### src/rtl/rls_pkg.sv
// Shared types and constants for the reversible LIFO stack unit.
`default_nettype none

package rls_pkg;

	localparam int DATA_W      = 32;
	localparam int OP_W        = 3;
	localparam int COUNT_OUT_W = 7;
	localparam int STATUS_W    = 2;

	typedef enum logic [OP_W-1:0] {
		OP_PUSH   = 3'd0,
		OP_POP    = 3'd1,
		OP_POPN   = 3'd2,
		OP_REMOVE = 3'd3,
		OP_REV    = 3'd4,
		OP_CHECK  = 3'd5
	} op_t;

	typedef enum logic [STATUS_W-1:0] {
		ST_OK    = 2'd0,
		ST_FULL  = 2'd1,
		ST_EMPTY = 2'd2
	} status_t;

	typedef enum logic [1:0] {
		S_IDLE,
		S_SCAN,
		S_READ,
		S_FINISH
	} state_t;

endpackage

`default_nettype wire

### src/rtl/rls_if.sv
// Operation and result channels of the reversible LIFO stack unit.
`default_nettype none

interface rls_op_if;
	logic                               valid;
	logic                               ready;
	logic [rls_pkg::OP_W-1:0]           op;
	logic signed [rls_pkg::DATA_W-1:0]  value;

	modport source (output valid, output op, output value, input ready);
	modport sink   (input valid, input op, input value, output ready);
endinterface

interface rls_res_if;
	logic                                valid;
	logic                                ready;
	logic signed [rls_pkg::DATA_W-1:0]   top_value;
	logic signed [rls_pkg::DATA_W-1:0]   bottom_value;
	logic [rls_pkg::COUNT_OUT_W-1:0]     entry_count;
	logic                                is_empty;
	logic                                is_ordered;
	logic [rls_pkg::STATUS_W-1:0]        status;

	modport source (output valid, output top_value, output bottom_value, output entry_count,
		output is_empty, output is_ordered, output status, input ready);
	modport sink   (input valid, input top_value, input bottom_value, input entry_count,
		input is_empty, input is_ordered, input status, output ready);
endinterface

`default_nettype wire

### src/rtl/rls_ram.sv
// Entry memory: one write port and two registered read ports.
`default_nettype none

module rls_ram #(
	parameter int DEPTH = 64,
	parameter int AW    = 6
) (
	input  wire logic                          clk,
	input  wire logic                          we,
	input  wire logic [AW-1:0]                 waddr,
	input  wire logic [rls_pkg::DATA_W-1:0]    wdata,
	input  wire logic [AW-1:0]                 raddr_a,
	input  wire logic [AW-1:0]                 raddr_b,
	output logic      [rls_pkg::DATA_W-1:0]    rdata_a,
	output logic      [rls_pkg::DATA_W-1:0]    rdata_b
);

	logic [rls_pkg::DATA_W-1:0] mem [DEPTH];

	always_ff @(posedge clk) begin
		if (we) begin
			mem[waddr] <= wdata;
		end
		rdata_a <= mem[raddr_a];
		rdata_b <= mem[raddr_b];
	end

endmodule

`default_nettype wire

### src/rtl/reversible_lifo_stack_unit.sv
// Top level of the reversible LIFO stack unit.
// Bounded stack of signed 32-bit words kept in a ring memory; reverse only flips a direction
// bit, so push, pop, pop-several, remove-bottom and reverse all pass from accept to result
// through the same steps (accept and pointer update with the write, then a top/bottom read,
// then the result register). An order check of two or more entries adds a scan before the read,
// in which the two memory read ports compare one adjacent pair of entries per cycle. One
// operation is in flight at a time; a new operation is accepted while the previous result
// waits in the output register. The memory needs no clearing after reset.
`default_nettype none

module reversible_lifo_stack_unit #(
	parameter int STACK_DEPTH = 64
) (
	input wire logic   clk,
	input wire logic   arst_n,
	rls_op_if.sink     req,
	rls_res_if.source  rsp
);

	localparam int AW = (STACK_DEPTH > 1) ? $clog2(STACK_DEPTH) : 1;
	localparam int CW = $clog2(STACK_DEPTH + 1);
	localparam int SW = AW + 1;

	rls_pkg::state_t  state_q, state_d;
	rls_pkg::status_t status_q, status_d;
	rls_pkg::op_t     op_q;

	logic [AW-1:0] base_q, base_d;
	logic [CW-1:0] count_q, count_d;
	logic          rev_q, rev_d;
	logic [CW-1:0] scan_idx_q;
	logic          ord_q;
	logic          cmp_vld_s1;
	logic          rsp_valid_q;

	logic                       we;
	logic [AW-1:0]              waddr;
	logic [AW-1:0]              raddr_a, raddr_b;
	logic [rls_pkg::DATA_W-1:0] rdata_a, rdata_b;

	logic                       accept;
	logic                       load_out;
	logic                       empty, full;
	logic [AW-1:0]              base_inc, base_dec;
	logic [CW-1:0]              pop_n;

	logic signed [rls_pkg::DATA_W-1:0] top_q, bottom_q;
	logic [rls_pkg::COUNT_OUT_W-1:0]   cnt_out_q;
	logic                              empty_out_q, ord_out_q;
	rls_pkg::status_t                  status_out_q;

	function automatic logic [AW-1:0] wrap(input logic [SW-1:0] s);
		return (s >= SW'(STACK_DEPTH)) ? AW'(s - SW'(STACK_DEPTH)) : AW'(s);
	endfunction

	// ring slot of position pos counted from the bottom
	function automatic logic [AW-1:0] slot_of(input logic [CW-1:0] pos);
		logic [CW-1:0] off;
		off = rev_q ? (count_q - CW'(1) - pos) : pos;
		return wrap(SW'(base_q) + SW'(off));
	endfunction

	assign req.ready = (state_q == rls_pkg::S_IDLE);
	assign accept    = req.valid && req.ready;

	assign empty    = (count_q == '0);
	assign full     = (count_q == CW'(STACK_DEPTH));
	assign base_inc = (base_q == AW'(STACK_DEPTH - 1)) ? '0 : base_q + AW'(1);
	assign base_dec = (base_q == '0) ? AW'(STACK_DEPTH - 1) : base_q - AW'(1);

	// clamp the pop-several count to 0..count
	always_comb begin
		if (req.value[rls_pkg::DATA_W-1]) begin
			pop_n = '0;
		end else if (req.value > $signed({{(rls_pkg::DATA_W - CW){1'b0}}, count_q})) begin
			pop_n = count_q;
		end else begin
			pop_n = req.value[CW-1:0];
		end
	end

	// pointer update and memory write for the accepted word
	always_comb begin
		base_d   = base_q;
		count_d  = count_q;
		rev_d    = rev_q;
		status_d = rls_pkg::ST_OK;
		we       = 1'b0;
		waddr    = wrap(SW'(base_q) + SW'(count_q));
		case (rls_pkg::op_t'(req.op))
			rls_pkg::OP_PUSH: begin
				if (full) begin
					status_d = rls_pkg::ST_FULL;
				end else begin
					we      = accept;
					count_d = count_q + CW'(1);
					if (rev_q) begin
						base_d = base_dec;
						waddr  = base_dec;
					end
				end
			end
			rls_pkg::OP_POP: begin
				if (empty) begin
					status_d = rls_pkg::ST_EMPTY;
				end else begin
					count_d = count_q - CW'(1);
					if (rev_q) begin
						base_d = base_inc;
					end
				end
			end
			rls_pkg::OP_POPN: begin
				count_d = count_q - pop_n;
				if (rev_q) begin
					base_d = wrap(SW'(base_q) + SW'(pop_n));
				end
				if (empty && !req.value[rls_pkg::DATA_W-1] && (req.value != '0)) begin
					status_d = rls_pkg::ST_EMPTY;
				end
			end
			rls_pkg::OP_REMOVE: begin
				if (empty) begin
					status_d = rls_pkg::ST_EMPTY;
				end else begin
					count_d = count_q - CW'(1);
					if (!rev_q) begin
						base_d = base_inc;
					end
				end
			end
			rls_pkg::OP_REV: begin
				rev_d = !rev_q;
			end
			default: begin
			end
		endcase
	end

	// next state
	always_comb begin
		state_d = state_q;
		case (state_q)
			rls_pkg::S_IDLE: begin
				if (accept) begin
					if ((rls_pkg::op_t'(req.op) == rls_pkg::OP_CHECK) && (count_q > CW'(1))) begin
						state_d = rls_pkg::S_SCAN;
					end else begin
						state_d = rls_pkg::S_READ;
					end
				end
			end
			rls_pkg::S_SCAN: begin
				if (scan_idx_q == count_q - CW'(1)) begin
					state_d = rls_pkg::S_READ;
				end
			end
			rls_pkg::S_READ: begin
				state_d = rls_pkg::S_FINISH;
			end
			rls_pkg::S_FINISH: begin
				if (load_out) begin
					state_d = rls_pkg::S_IDLE;
				end
			end
			default: begin
				state_d = rls_pkg::S_IDLE;
			end
		endcase
	end

	// read addresses and result load
	always_comb begin
		raddr_a  = slot_of(count_q - CW'(1));
		raddr_b  = slot_of('0);
		load_out = 1'b0;
		case (state_q)
			rls_pkg::S_SCAN: begin
				raddr_a = slot_of(scan_idx_q);
				raddr_b = slot_of(scan_idx_q - CW'(1));
			end
			rls_pkg::S_FINISH: begin
				load_out = !rsp_valid_q || rsp.ready;
			end
			default: begin
			end
		endcase
	end

	rls_ram #(
		.DEPTH (STACK_DEPTH),
		.AW    (AW)
	) u_ram (
		.clk     (clk),
		.we      (we),
		.waddr   (waddr),
		.wdata   (req.value),
		.raddr_a (raddr_a),
		.raddr_b (raddr_b),
		.rdata_a (rdata_a),
		.rdata_b (rdata_b)
	);

	always_ff @(posedge clk or negedge arst_n) begin
		if (!arst_n) begin
			state_q     <= rls_pkg::S_IDLE;
			base_q      <= '0;
			count_q     <= '0;
			rev_q       <= 1'b0;
			status_q    <= rls_pkg::ST_OK;
			op_q        <= rls_pkg::OP_PUSH;
			scan_idx_q  <= '0;
			ord_q       <= 1'b1;
			cmp_vld_s1  <= 1'b0;
			rsp_valid_q <= 1'b0;
		end else begin
			state_q    <= state_d;
			cmp_vld_s1 <= (state_q == rls_pkg::S_SCAN);
			if (accept) begin
				base_q     <= base_d;
				count_q    <= count_d;
				rev_q      <= rev_d;
				status_q   <= status_d;
				op_q       <= rls_pkg::op_t'(req.op);
				scan_idx_q <= CW'(1);
				ord_q      <= 1'b1;
			end else begin
				if (state_q == rls_pkg::S_SCAN) begin
					scan_idx_q <= scan_idx_q + CW'(1);
				end
				// upper entry greater than the one below breaks the order
				if (cmp_vld_s1 && ($signed(rdata_a) > $signed(rdata_b))) begin
					ord_q <= 1'b0;
				end
			end
			if (load_out) begin
				rsp_valid_q <= 1'b1;
			end else if (rsp.ready) begin
				rsp_valid_q <= 1'b0;
			end
		end
	end

	always_ff @(posedge clk) begin
		if (load_out) begin
			top_q        <= empty ? '0 : $signed(rdata_a);
			bottom_q     <= empty ? '0 : $signed(rdata_b);
			cnt_out_q    <= rls_pkg::COUNT_OUT_W'(count_q);
			empty_out_q  <= empty;
			ord_out_q    <= (op_q == rls_pkg::OP_CHECK) && ord_q;
			status_out_q <= status_q;
		end
	end

	assign rsp.valid        = rsp_valid_q;
	assign rsp.top_value    = top_q;
	assign rsp.bottom_value = bottom_q;
	assign rsp.entry_count  = cnt_out_q;
	assign rsp.is_empty     = empty_out_q;
	assign rsp.is_ordered   = ord_out_q;
	assign rsp.status       = status_out_q;

endmodule

`default_nettype wire

### src/flat_wrapper.sv
// flat-port wrapper written by rule: the top's interface ports become plain ports
module reversible_lifo_stack_unit_flat 
#(
	parameter int STACK_DEPTH = 64
)
  (clk, arst_n, req_valid, req_op, req_value, req_ready, rsp_valid, rsp_top_value, rsp_bottom_value, rsp_entry_count, rsp_is_empty, rsp_is_ordered, rsp_status, rsp_ready);
  rls_op_if req_i ();
  rls_res_if rsp_i ();
  input wire logic clk;
  input wire logic arst_n;
  input wire logic [$bits(req_i.valid)-1:0] req_valid;
  input wire logic [$bits(req_i.op)-1:0] req_op;
  input wire logic [$bits(req_i.value)-1:0] req_value;
  output wire logic [$bits(req_i.ready)-1:0] req_ready;
  output wire logic [$bits(rsp_i.valid)-1:0] rsp_valid;
  output wire logic [$bits(rsp_i.top_value)-1:0] rsp_top_value;
  output wire logic [$bits(rsp_i.bottom_value)-1:0] rsp_bottom_value;
  output wire logic [$bits(rsp_i.entry_count)-1:0] rsp_entry_count;
  output wire logic [$bits(rsp_i.is_empty)-1:0] rsp_is_empty;
  output wire logic [$bits(rsp_i.is_ordered)-1:0] rsp_is_ordered;
  output wire logic [$bits(rsp_i.status)-1:0] rsp_status;
  input wire logic [$bits(rsp_i.ready)-1:0] rsp_ready;
  assign req_i.valid = req_valid;
  assign req_i.op = req_op;
  assign req_i.value = req_value;
  assign req_ready = req_i.ready;
  assign rsp_valid = rsp_i.valid;
  assign rsp_top_value = rsp_i.top_value;
  assign rsp_bottom_value = rsp_i.bottom_value;
  assign rsp_entry_count = rsp_i.entry_count;
  assign rsp_is_empty = rsp_i.is_empty;
  assign rsp_is_ordered = rsp_i.is_ordered;
  assign rsp_status = rsp_i.status;
  assign rsp_i.ready = rsp_ready;
  reversible_lifo_stack_unit #(.STACK_DEPTH(STACK_DEPTH)) u_core (.clk(clk), .arst_n(arst_n), .req(req_i), .rsp(rsp_i));
endmodule
### config.mk
export PLATFORM = sky130hd
export DESIGN_NAME = reversible_lifo_stack_unit_flat
export DESIGN_NICKNAME = d
export VERILOG_FILES = /design/src/rtl/rls_pkg.sv /design/src/rtl/rls_if.sv /design/src/rtl/rls_ram.sv /design/src/rtl/reversible_lifo_stack_unit.sv /design/src/flat_wrapper.sv
export SDC_FILE = /design/constraint.sdc
export NUM_CORES = 2
export LEC_CHECK = 0
export BUFFER_PORTS_ARGS = -buffer_cell sky130_fd_sc_hd__buf_2
export CAP_MARGIN = 20
export CORE_MARGIN = 4
export CORE_UTILIZATION = 60
export CTS_BUF_LIST = sky130_fd_sc_hd__clkbuf_8
export DETAILED_ROUTE_END_ITERATION = 10
export GPL_TIMING_DRIVEN = 0
export HOLD_SLACK_MARGIN = 0.1
export PLACE_DENSITY = 0.76
export SLEW_MARGIN = 5
export SYNTH_ARGS = -nofsm -noshare
export SYNTH_HDL_FRONTEND = slang
export SYNTH_SLANG_ARGS = --single-unit
export TNS_END_PERCENT = 100
### constraint.sdc
create_clock -name clk -period 9.7 [get_ports clk]
set_input_delay 2.91 -clock clk [delete_from_list [all_inputs] [get_ports clk]]
set_output_delay 2.91 -clock clk [all_outputs]
set_load 0.03 [all_outputs]
Word-level counts from Yosys, hierarchy flattened:

Memories as Yosys holds them, arrays and structs flattened. A register that Yosys moved wholly into a read port is not among the register bits.
Index checks and enable logic that the tools add are counted.

* reductions and logical operators: 25
* eq/ne operators: 23
* multiplexer cells: 50
* add/subtract/negate cells: 22
* order comparisons: 9

Operators with widths (number)
* 6-bit two-way mux: 20
* 7-bit two-way mux: 10
* 6-bit by 7-bit adder with 7-bit output: 6
* 7-bit greater-or-equal comparator (second input constant): 6
* 6-bit by 1-bit subtractor with 6-bit output (second input constant): 7
* 32-bit greater-than comparator: 1
* 32-bit by 8-bit greater-than comparator with 1-bit output: 1
* 32-bit nonzero test: 1
* 7-bit subtractor: 4
* 6-bit case mux with 4 select lines: 1
* 7-bit case mux with 3 select lines: 1
* 7-bit by 1-bit adder with 7-bit output (second input constant): 2
* 7-bit by 1-bit subtractor with 7-bit output (second input constant): 2
* 2-bit two-way mux: 6
* 2-bit != test (second input constant): 6
* 1-bit two-way mux: 10
* 2-bit by 1-bit != test with 1-bit output (second input constant): 5
* 3-bit == test (second input constant): 3
* 9-bit AND reduction: 1
* 2-bit case mux with 4 select lines: 1
* 7-bit == test: 1
* 7-bit == test (second input constant): 1
* 7-bit by 1-bit greater-than comparator with 1-bit output (second input constant): 1
* 7-bit logical NOT: 1
* 20 further kinds: 31

* memories kept: 1
* RAM bits: 2048
* logic and storage cells: 146
* output and inout port bits: 77
* bits in registers: 106
* bits of input ports: 39

Memory list
* u_core.u_ram.mem: words 64, bits a word 32, read ports 2, clocked after Yosys merged registers in 2, wr ports 1, line rls_ram.sv:18 `logic [rls_pkg::DATA_W-1:0] mem [DEPTH];`

Longest topological paths before layout:

* word-level depth: 8
* gate-level depth with buffers: 22
* depth with buffers taken out: 21

By module:

From an unflattened synthesis, not the netlist that was laid out.

* cells, all modules: 5190
* area, all modules: 103185.2 sq um

Modules (own cells, without submodules)
* rls_ram: cells an instance 4412, times used 1, area each 95660.5 sq um
* reversible_lifo_stack_unit: cells an instance 778, times used 1, area each 7524.7 sq um

Worst setup path after synthesis:

No wires, ideal clock.

* path type: input-to-reg
* from: input port req_value[5]
* to: register u_core.count_q[6]
* data required time: 9.566 ns
* stages on the path: 19
* path buffers: 0
* path slack: 3.258 ns
* arrival: 6.309 ns
* cells stage by stage: ha_1 a21o_1 a211o_1 o31ai_1 nand2_1 nor2_1 a21oi_1 o21ai_0 ha_1 inv_1 fa_1 a21o_1 a21oi_1 o21bai_1 a21oi_1 xnor2_1 nor3_1 o211ai_1 o211ai_1

* longest elaborated chain between the ends: 5

RTL lines
* start, declared: line flat_wrapper.sv:13 `input wire logic [$bits(req_i.value)-1:0] req_value;`
* 32-bit by 8-bit greater-than comparator with 1-bit output: line reversible_lifo_stack_unit.sv:75 `end else if (req.value > $signed({{(rls_pkg::DATA_W - CW){1'b0}}, count_q})) begin`
* 7-bit two-way mux (*): line reversible_lifo_stack_unit.sv:75
* 7-bit two-way mux (*): line reversible_lifo_stack_unit.sv:73 `if (req.value[rls_pkg::DATA_W-1]) begin`
* 7-bit subtractor (*): line reversible_lifo_stack_unit.sv:114 `count_d = count_q - pop_n;`
* 7-bit case mux with 3 select lines (*): line reversible_lifo_stack_unit.sv:90 `case (rls_pkg::op_t'(req.op))`
* end signal, assigned: line reversible_lifo_stack_unit.sv:221 `count_q <= count_d;`
* end, declared: line reversible_lifo_stack_unit.sv:29 `logic [CW-1:0] count_q, count_d;`

Every way passes the cells marked *; elsewhere a longest branch is shown, timed or not.
A chain may end at the register's enable or synchronous reset.

Worst setup path after layout:

* from: register u_core.state_q[1]
* to: register u_core.u_ram.rdata_a[8] in the netlist's numbering (read register of u_core.u_ram.mem)

* longest elaborated chain between the ends: 2

RTL lines
* start, declared: line reversible_lifo_stack_unit.sv:24 `rls_pkg::state_t state_q, state_d;`
* start signal, assigned: line reversible_lifo_stack_unit.sv:206 `state_q <= rls_pkg::S_IDLE;`
* start signal, assigned: line reversible_lifo_stack_unit.sv:217 `state_q <= state_d;`
* 2-bit by 1-bit == test with 1-bit output: line reversible_lifo_stack_unit.sv:177 `case (state_q)`
* 6-bit two-way mux: line reversible_lifo_stack_unit.sv:177
* end, declared: line rls_ram.sv:14 `output logic [rls_pkg::DATA_W-1:0] rdata_a,`

No other way between the ends.

==> summary.md <==
| Metric | Value |
|---|---|
| CTS HTree Levels | `5` |
| Worst hold path type | `flop to flop` |
| Final net count | `5605` |
| Estimated wirelength of the detail-placed design | `236000 µm` |
| Total met2 wirelength after detailed routing | `151000 µm` |
| # placed instances | `7244` |
| Crit path max-delay cell type | `sky130_fd_sc_hd__mux2i_1` |
| Vias per cell | `7.51` |
| Worst path required time | `10.60 ns` |
| Total nets after synthesis | `4901` |
| Setup repair after global routing missed its margin | `false` |
| Number of input and output port buffers inserted | `113` |
| Global-route wire length before repair | `467000 µm` |
| Proportion of layout cells with a drive suffix above 1 | `38.3%` |
| Total negative setup slack | `0 ns` |
| Layout overhead on the synthesized area | `14.1%` |
| Number of buffers on the longest clock path | `4` |
| Via count of the first global-routing pass | `59600` |
| Post-CTS Hold Buffers | `0` |
| Remaining antenna violation count | `0` |
| Dominant register cell in the synthesized netlist | `sky130_fd_sc_hd__edfxtp_1` |
| Initial drt markers | `10600` |
| Post-synthesis average cell area | `21.5 µm²` |
| Maximum clock frequency | `130 MHz` |
| Pin count of the biggest net entering global routing | `68` |
| Category of the worst setup path launch point | `flop` |
| Final Setup Violations | `0` |
| Hold violation count in the final report | `0` |
| Biggest fanout along the worst timing path | `11` |
| Top routing layer used | `met5` |
| Metal3 WL | `52700 µm` |
| Clock tree from TritonCTS | `done` |
| Height of the die | `422 µm` |
| Arrival time worst endpoint | `8.58 ns` |
| Cts bufs inserted | `373` |
| Worst path max stage delay | `1.06 ns` |
| Part of the Yosys area used for sequential elements | `64.1%` |
| Sum of routed wire segments on met1 | `108000 µm` |
| Non-Filler Instances | `7995` |
| Area of all sequential standard cells | `0.0658 mm²` |
| Proportion of synthesized flip-flops having asynchronous set or reset | `1.40%` |
| Aggregate global routing overflow | `0` |
| Critical Path, Cell by Cell | `inv_1 -> ha_1 -> buf_2 -> buf_1 -> buf_1 -> nand3_1 -> o21ai_0 -> ha_1 -> inv_1 -> fa_1 -> clkbuf_1 -> clkbuf_2 -> clkbuf_1 -> mux4_2 -> mux4_2 -> mux2i_1 -> mux2i_1` |
| Category of the most critical setup path | `flop to flop` |
| Number of library cell types mapped by synthesis | `66` |
| Layout Skew | `0.0673 ns` |
| Number of max-capacitance violations reported | `0` |
| Post-synth EDFFs | `2123` |
| Setup Slack @ Placement | `1.97 ns` |
| Tcrit/Tclk final | `79.2%` |
| Drt total wl | `341000 µm` |
| Register-to-register setup slack | `2.02 ns` |
| Die width | `422 µm` |
| Full die area | `0.178 mm²` |
| Slew margin rel. | `6.71%` |
| Pre-Repair DR Iteration Count | `8` |
| Min setup slack post-route | `2.02 ns` |
| Buffers inserted during post-CTS setup optimization | `0` |
| Core Area | `0.170 mm²` |
| Gate Count Post-Synth | `4770` |
| Status | `finished, final reports clean` |
| Multi-input combinational cell area | `0.0357 mm²` |
| Clock sinks | `2218` |
| Final hold slack | `0.446 ns` |
| Total vias in the final route | `60100` |
| Post-Syn Area | `0.103 mm²` |
| Number of antenna violations at the first check in global routing | `38` |
| DR DRC count | `0` |
| Fillers | `10400` |
| CTS resizes | `0` |
| Number of warnings reported in the yosys synthesis log | `0` |
| Number of placed I/O pins | `116` |
| Worst skew pair latency | `1.12 ns` |
| Slew of the pin with the lowest slew margin | `1.36 ns` |
| Routed WL per cell | `42.7 µm` |
| Number of placement rows | `151` |
| Synthesis-stage register bit count | `2218` |
| Global routing usage summed across all routing layers | `38.6%` |
| Post-CTS clock slew at the launch and capture registers of the worst setup and hold paths | `0.06 ns` |
| RePlAce Congestion | `0.990` |
| Category of the worst setup path capture point | `flop` |
| Final critical path time including I/O delays and setup | `7.68 ns` |
| Initial core utilization | `60.5%` |
| Final Slew Violations | `0` |
| Clock root buffer | `sky130_fd_sc_hd__clkbuf_8` |
==> final cells by class <==
class	instances	share of cell area, %
antenna	23	0.0491
buffer	333	1.19
clock buffer	394	4.63
clock inverter	261	1.23
inverter	75	0.240
multi-input combinational	2144	30.5
sequential	2218	56.1
tap	2218	2.37
timing repair buffer	329	3.68
==> worst paths after layout <==
path,endpoint,from,cells after the start
worst max-delay path,u_core.u_ram.rdata_a[8]$_DFF_P_,u_core.state_q[1]$_DFFE_PN0P_,17
worst min-delay path,u_core.rsp.entry_count[6]$_DFFE_PP_,u_core.count_q[6]$_DFFE_PN0P_,0
worst max register to register,u_core.u_ram.rdata_a[8]$_DFF_P_,u_core.state_q[1]$_DFFE_PN0P_,17
worst min register to register,u_core.rsp.entry_count[6]$_DFFE_PP_,u_core.count_q[6]$_DFFE_PN0P_,0
max in group asynchronous,u_core.op_q[1]$_DFFE_PN0P_,arst_n,1
min in group asynchronous,u_core.base_q[4]$_DFFE_PN0P_,arst_n,1
==> sequential cells by signal (all words and copies together) (netlist names), 2 cells and up <==
name / cells
u_core.base_q: 6
u_core.count_q: 7
u_core.op_q: 3
u_core.rsp.bottom_value: 32
u_core.rsp.entry_count: 7
u_core.rsp.status: 2
u_core.rsp.top_value: 32
u_core.scan_idx_q: 7
u_core.state_q: 2
u_core.status_q: 2
u_core.u_ram.mem: 2048
u_core.u_ram.rdata_a: 32
u_core.u_ram.rdata_b: 32
==> metrics by stage <==
stage / utilization, % / instance area (µm²)
6_report: 69.0 / 117000
5_1_grt: 69.0 / 117000
4_1_cts: 68.4 / 116000
3_5_place_dp: 64.4 / 109000
3_3_place_gp: 62.4 / 106000
2_1_floorplan: - / 103000
==> worst max-delay path, delay by kind of cell, from the launching register on <==
kind	cells	cell delay (ns)
and+or+nand+nor	1	0.13
buffers and inverters	8	3.41
adders and majority gates	3	1.20
AOI/OAI and AO/OA	1	0.12
DFF	1	0.41
muxes	4	2.23
==> cell usage in the layout, fill, tap and decap left out, drive strengths merged, types with 37 or more instances in the layout <==
| cell | netlist | final |
|---|---|---|
| edfxtp | 2123 | 2123 |
| mux4 | 1280 | 1280 |
| clkbuf | 226 | 620 |
| buf | 107 | 436 |
| mux2i | 199 | 199 |
| inv | 75 | 187 |
| nor2 | 149 | 149 |
| clkinv | 0 | 131 |
| ha | 85 | 85 |
| nand2 | 65 | 65 |
| dfxtp | 64 | 64 |
| a21oi | 57 | 57 |
| xnor2 | 43 | 43 |
| and2 | 37 | 37 |
==> cells in the mapped netlist, drive strengths merged, types with 5 or more instances <==
| master | number | area (µm²) |
|---|---|---|
| edfxtp | 2123 | 63800 |
| and2 | 37 | 231 |
| nor2b | 9 | 56.3 |
| ha | 85 | 1060 |
| xnor2 | 43 | 392 |
| fa | 7 | 140 |
| nand3 | 18 | 90.1 |
| nor4 | 11 | 68.8 |
| nand4 | 13 | 81.3 |
| nand2b | 7 | 43.8 |
| o21ai | 31 | 155 |
| dfrtp | 30 | 751 |
| a21oi | 57 | 285 |
| or3 | 5 | 31.3 |
| nand2 | 65 | 244 |
| mux4 | 1280 | 28800 |
| dfxtp | 64 | 1280 |
| nor3 | 11 | 55.1 |
| a21o | 25 | 188 |
| clkbuf | 226 | 848 |
| and3 | 7 | 43.8 |
| o22ai | 8 | 50.1 |
| a31oi | 7 | 50.1 |
| buf | 107 | 528 |
| nor2 | 149 | 559 |
| o21a | 9 | 68.8 |
| mux2i | 199 | 1990 |
| inv | 75 | 282 |
==> logic make-up after synthesis <==
kind of cell / after synthesis / share of synthesized area, %
buffers and inverters: 408 / 1.61
AND/OR/NAND/NOR: 346 / 1.58
multiplexers: 1482 / 30.0
adder cells (fa/ha/maj): 92 / 1.17
flip-flops: 2218 / 64.1
XOR/XNOR: 47 / 0.415
AO/OA/AOI/OAI: 177 / 1.11
==> layer usage <==
metal	GRT usage, %	up-vias
li1	-	22400
met1	48.7	31100
met2	55.6	5443
met5	0.296	-
met4	26.4	16
met3	15.4	1070
Power is not shown: default switching activity piles up to over one toggle a cycle in this logic, so the estimate is an artifact.
